`config.mk`:
```
export PLATFORM = sky130hd
export DESIGN_NAME = htd_ram
export DESIGN_NICKNAME = d
export VERILOG_FILES = /design/src/rtl/htd_ram.sv
export SDC_FILE = /design/constraint.sdc
export NUM_CORES = 1
export LEC_CHECK = 0
export ABC_AREA = 0
export BUFFER_PORTS_ARGS = -buffer_cell sky130_fd_sc_hd__buf_4
export CORE_MARGIN = 2
export CORE_UTILIZATION = 44
export CTS_CLUSTER_SIZE = 24
export DETAILED_ROUTE_END_ITERATION = 7
export PLACE_DENSITY_LB_ADDON = 0.05
export SLEW_MARGIN = 20
export SYNTH_ARGS = -nofsm -noshare
export SYNTH_HDL_FRONTEND = slang
export SYNTH_SLANG_ARGS = --single-unit
export TNS_END_PERCENT = 20
```
`constraint.sdc`:
```
create_clock -name i_clk -period 5 [get_ports i_clk]
set_input_delay 0.75 -clock i_clk [delete_from_list [all_inputs] [get_ports i_clk]]
set_output_delay 0.75 -clock i_clk [all_outputs]
set_load 0.01 [all_outputs]
```
`src/rtl/htd_ram.sv`:
```
`default_nettype none

module htd_ram #(
    parameter int WIDTH = 8,
    parameter int DEPTH = 16
) (
    input  wire logic                     i_clk,
    input  wire logic                     i_we,
    input  wire logic [$clog2(DEPTH)-1:0] i_waddr,
    input  wire logic [WIDTH-1:0]         i_wdata,
    input  wire logic                     i_re,
    input  wire logic [$clog2(DEPTH)-1:0] i_raddr,
    output logic      [WIDTH-1:0]         o_rdata
);

    logic [WIDTH-1:0] r_mem [DEPTH];
    logic [WIDTH-1:0] r_rdata;

    always_ff @(posedge i_clk) begin
        if (i_we) begin
            r_mem[i_waddr] <= i_wdata;
        end
        if (i_re) begin
            r_rdata <= r_mem[i_raddr];
        end
    end

    assign o_rdata = r_rdata;

endmodule

`default_nettype wire

```
==> reports/results.ini, run 1 <==
[run_status]
status=finished, violations left
violations=design-rule violations

[placed_design]
gp_congestion=0.682
io_buffers=26
pre_cts_slack_ns=2.41
dp_hpwl_mm=6.15

[critical_path]
worstReg2RegStart=r_mem[2][6]
path_class=in -> reg
endpoint_kind=flop
r2r_cells=3
crit_fanout=32
crit_path_cell_trace=buf_4 > mux4_1 > a22oi_1 > nand2_1
cp_slowest_cell=mux4_1
cp-startpoint=i_raddr[0]
timing.rr.end=o_rdata[6]
crit_path_max_incr_delay_ns=0.63
cp-start-kind=input pin
crit_arrival_ns=2.27
r2r_setup_slack_ns=3.50
cp.required_ns=5.14

[power]
vdd_drop_max_uv=181
pwr_density_cell_nw_per_um2=414
p_total_mw=2.51
leakage_nw=2.00

[routing]
wirelength_mm=10.2
wl_per_cell_um=24.1
via_count=2394
viasPerCell=5.67
drt-initial-drc-count=229
drtPass1Iterations=6
drcViolationCount=2
drtAntennaViolNets=0

[floorplanning]
die_area_um2=12800
start_util=0.454
rows=39
pin_count=27
die_h_um=113
die_w_um=113
core-area_um2=11500

[grt]
gr-total-overflow=0
grt_pass1_vias=2450
grt_max_degree=33
gr-usage-all-layers=0.172
grt_pass1_wl_mm=15.2
antenna_found_initial=0

[timing]
drv_slew=0
hold_viol_final=0
rsz0062_at_grt=no
slew_headroom=0.263
worst_slew_pin_slew_ns=1.10
whs_ns=0.658
fmax_mhz=471
final-setup-viol-count=0
skew_ns=0.00579
setup_tns_ns=0
fin_crit_ns=2.12
post-route-period-util=0.425
worst_slack_ns=2.88

[logic_synthesis]
synthFlopType=edfxtp_1
synthTopCellsByArea=edfxtp_1 (78%), mux4_2 (7.8%), mux4_1 (7.0%)
synth_commonest_cells=edfxtp_1 (136), mux4_2 (18), a22oi_1 (16), mux4_1 (14), nor2_1 (13)
ys_seq_area_frac=0.781
ys_ff_latch=136
yosysTopAreaCellShare=0.781
yosysMostFrequentCell=edfxtp_1
async_flop_share=0
synth_cell_types=18
synthCells=229
syn_area_um2=5230
ys_warn_count=0
avgSynthCellArea_um2=22.8
synth_area_leader_cell=edfxtp_1
synthesis.nets=248
synth-edff-count=136

[min_path]
min_to=r_mem[8][4]
whs_path_depth=1
hp-class=in -> reg
worstHoldStart=i_wdata[4]

[flow_run]
cap_violations=0

[cts]
clockBufferDepth=2
cts_tree=built
ctsRootBufferMaster=clkbuf_16
clock_latency_ns=0.40
cts_hold_buf=0
cts_setup_buffers=0
htree_levels=4
cts.sinks=136
clk_pin_slew_worst_paths_ns=0.06
post_cts_resized=0
cts_made_buffers=17

[layout]
syn_to_final_growth_pct=16.0
final_core_utilization=0.526
drive_gt1_frac=0.265
n_antenna_cell=0
fin_nets=285

-- per-stage QoR --
stage          instances  instance area [µm²]
3_3_place_gp         390                 5540
5_1_grt              422                 6060
2_1_floorplan        229                 5230
6_report             422                 6060
3_5_place_dp         390                 5540
4_1_cts              422                 6060
-- routing by layer --
metal  vias up  routed length (µm)  GRT usage
met5         -                   0          0
met4         0                  76     0.0634
met3         7                 500     0.0461
met2        73                4950      0.252
met1      1255                4640      0.252
li1       1059                   -          -
-- state kept, by name (all words and copies together) (netlist names) --
| signal | cells |
|---|---|
| o_rdata | 8 |
| r_mem | 128 |
-- cell type report --
type	instances	area [µm²]
fillers	897	5450
well taps	143	179
multi-input cells	83	1070
repair buffers	28	210
clock inverters	12	85.1
flip-flops and latches	136	4080
clock buffers	20	437
-- logic make-up (layout without fill, tap and decap cells) --
logic type,after synthesis,count (layout),synth area share
muxes,32,32,0.148
AOI/OAI and AO/OA,16,16,0.0230
buffers and inverters,10,60,0.0165
and+or+nand+nor,35,35,0.0314
DFF,136,136,0.781
-- cell usage in the layout, fill, tap and decap left out, types with 2 or more instances in the layout --
| master | synthesis | routed |
|---|---|---|
| nand3b_1 | 2 | 2 |
| mux4_1 | 14 | 14 |
| nor2_1 | 13 | 13 |
| nor3_2 | 0 | 2 |
| clkbuf_1 | 0 | 3 |
| nor3_1 | 4 | 2 |
| nand2_1 | 9 | 9 |
| edfxtp_1 | 136 | 136 |
| clkbuf_16 | 0 | 17 |
| mux4_2 | 18 | 18 |
| a22oi_1 | 16 | 16 |
| nand2b_1 | 2 | 2 |
| clkinv_2 | 0 | 5 |
| clkinv_1 | 0 | 4 |
| clkinvlp_4 | 0 | 2 |
| buf_4 | 1 | 28 |
-- worst max path at each step --
stage	to	slack (ns)
2_1_floorplan	r_mem[0][0]	2.76
3_3_place_gp	r_mem[0][4]	2.25
3_5_place_dp	o_rdata[1]	2.41
4_1_cts	o_rdata[1]	2.84
5_1_grt	o_rdata[1]	2.74
6_report	o_rdata[5]	2.88
-- where the power goes --
| group | internal [mW] | leakage [nW] | switching (mW) |
|---|---|---|---|
| clock network | 0.671 | 0.253 | 0.426 |
| logic | 0.0514 | 0.508 | 0.0684 |
| registers | 1.29 | 1.24 | 0.00642 |
| total | 2.01 | 2.00 | 0.501 |
-- critical path, delay by kind of cell --
family | cells | cell delay (ns)
AOI/OAI and AO/OA | 1 | 0.27
muxes | 1 | 0.63
and+or+nand+nor | 1 | 0.11
buffers and inverters | 1 | 0.48
No activity file was read; power rests on OpenSTA's default activity.
==> run 2, diff against run 1 <==
==> constraint.sdc (replaced) <==
create_clock -name i_clk -period 1.7 [get_ports i_clk]
set_input_delay 0.255 -clock i_clk [delete_from_list [all_inputs] [get_ports i_clk]]
set_output_delay 0.255 -clock i_clk [all_outputs]
set_load 0.01 [all_outputs]
==> reports/results.ini, run 2 (same netlist as run 1, synthesis figures left out) <==
[cts]
post_cts_resized=0  ; unchanged
htree_levels=4  ; unchanged
cts.sinks=136  ; unchanged
cts_made_buffers=17  ; unchanged
cts_tree=built
clockBufferDepth=2  ; unchanged
ctsRootBufferMaster=clkbuf_16
cts_setup_buffers=0  ; unchanged
clk_pin_slew_worst_paths_ns=0.05  ; about the same
cts_hold_buf=0  ; unchanged
clock_latency_ns=0.41  ; about the same

[critical_path]
crit_path_max_incr_delay_ns=0.50  ; -0.13 ns
critPathTopFamily=multiplexers
path_class=reg -> reg
path_buf_inv=0  ; -1
endpoint_kind=flop
cp_slowest_cell=mux4_1
crit_fanout=1  ; -97%
cp-start-kind=flop
r2r_setup_slack_ns=0.18  ; -3.32 ns
cp.required_ns=1.86  ; -3.28 ns
crit_arrival_ns=1.68  ; -0.59 ns
crit_path_cell_trace=mux4_1 > a22oi_1 > nand2_1

[layout]
nFillCells=880  ; -1.9%
syn_to_final_growth_pct=22.2
drive_gt1_frac=0.337  ; +0.0714
final_core_utilization=0.555  ; +0.0282
largest-register=r_mem
layout_common_cells=edfxtp_1 (136), buf_4 (47), mux4_2 (18)
n_antenna_cell=0  ; unchanged
fin_nets=309  ; +8.4%
final_common_cell=edfxtp_1
largest_reg_flops=128  ; unchanged

[floorplanning]
rows=39  ; unchanged
die_h_um=113  ; unchanged
core-area_um2=11500  ; unchanged
start_util=0.454  ; unchanged
die_area_um2=12800  ; unchanged
pin_count=27  ; unchanged
die_w_um=113  ; unchanged

[power]
leakage_nw=2.18  ; +9.4%
pwr_density_cell_nw_per_um2=1240  ; +200%
vdd_drop_max_uv=681  ; +280%

[routing]
drt-met1-wl_mm=4.46  ; -3.9%
wirelength_mm=9.73  ; -4.3%
topRoutingLayerUsed=met4
via_count=2401  ; +0.29%
wl_per_cell_um=21.8  ; -9.5%
drcViolationCount=2  ; unchanged
drtAntennaViolNets=0  ; unchanged
viasPerCell=5.38  ; -5.1%
drtPass1Iterations=6  ; unchanged
wl_met3_um=535  ; +7.0%
wl_met2_mm=4.58  ; -7.6%
drt-initial-drc-count=145  ; -37%

[timing]
worst_slew_pin_slew_ns=0.773  ; -0.328 ns
worst_slack_ns=0.181  ; -2.69 ns
fin_crit_ns=1.52
rsz0062_at_grt=no
skew_ns=0.00390  ; -0.00188 ns
slew_headroom=0.484  ; +0.220
final-setup-viol-count=0  ; unchanged
drv_slew=0  ; unchanged
fmax_mhz=658
hold_viol_final=0  ; unchanged
post-route-period-util=0.894

[grt]
antenna_found_initial=0  ; unchanged
grt_max_degree=17  ; -48%
gr-total-overflow=0  ; unchanged
gr-usage-all-layers=0.169  ; -0.00279
grt_pass1_wl_mm=15.0  ; -1.4%
grt_pass1_vias=2517  ; +2.7%

[min_path]
hp-class=in -> reg

[placed_design]
gp_congestion=0.780  ; +14%
dp_hpwl_mm=6.67  ; +8.5%
io_buffers=26  ; unchanged
pre_cts_slack_ns=-0.0909  ; -2.50 ns

[run_status]
status=finished, violations left
violations=design-rule violations

[flow_run]
cap_violations=0  ; unchanged

[run 2: cell count changes in the layout (fill, tap and decap cells not counted), sizes merged]
cell / delta
clkinv: -1
clkbuf: -3
buf: +24
bufinv: +3
clkinvlp: +1
[run 2: per-stage QoR]
| stage | cells | power (mW) | area, µm² | setup TNS [ns] | hold slack (ns) |
|---|---|---|---|---|---|
| 2_1_floorplan | 229 | 4.06 | 5230 | 0 | 0.354 |
| 3_3_place_gp | 414 | 4.26 | 5780 | -0.437 | 0.565 |
| 3_5_place_dp | 414 | 4.27 | 5780 | -0.344 | 0.568 |
| 4_1_cts | 446 | 7.96 | 6390 | 0 | 0.132 |
| 5_1_grt | 446 | 8.16 | 6390 | 0 | 0.149 |
| 6_report | 446 | 7.89 | 6390 | 0 | 0.145 |
[run 2: cell type report]
class | instances | area (µm²) | area share
flip-flops and latches | 136 | 4080 | 0.639
multi-input cells | 83 | 1060 | 0.166
repair buffers | 52 | 453 | 0.0709
clock buffers | 17 | 425 | 0.0666
clock inverters | 15 | 184 | 0.0288
well taps | 143 | 179 | 0.0280
[run 2: worst paths after layout]
| kind | end | start | cells past startpoint |
|---|---|---|---|
| hold / removal | r_mem[1][3] | i_wdata[3] | 1 |
| hold reg to reg | o_rdata[6] | r_mem[7][6] | 3 |
| setup reg to reg | o_rdata[2] | r_mem[0][2] | 3 |
| setup / recovery | o_rdata[2] | r_mem[0][2] | 3 |
[run 2: where the power goes]
part           internal, mW  total (mW)  switching [mW]
clock                  2.42        3.70            1.28
combinational         0.186       0.387           0.201
sequential             3.78        3.80          0.0197
total                  6.39        7.89            1.50
[run 2: routing by layer]
metal / GRT usage / up-vias
li1: - / 1104
met1: 0.239 / 1210
met2: 0.250 / 73
met3: 0.0498 / 14
met4: 0.0707 / 0
met5: 0 / -
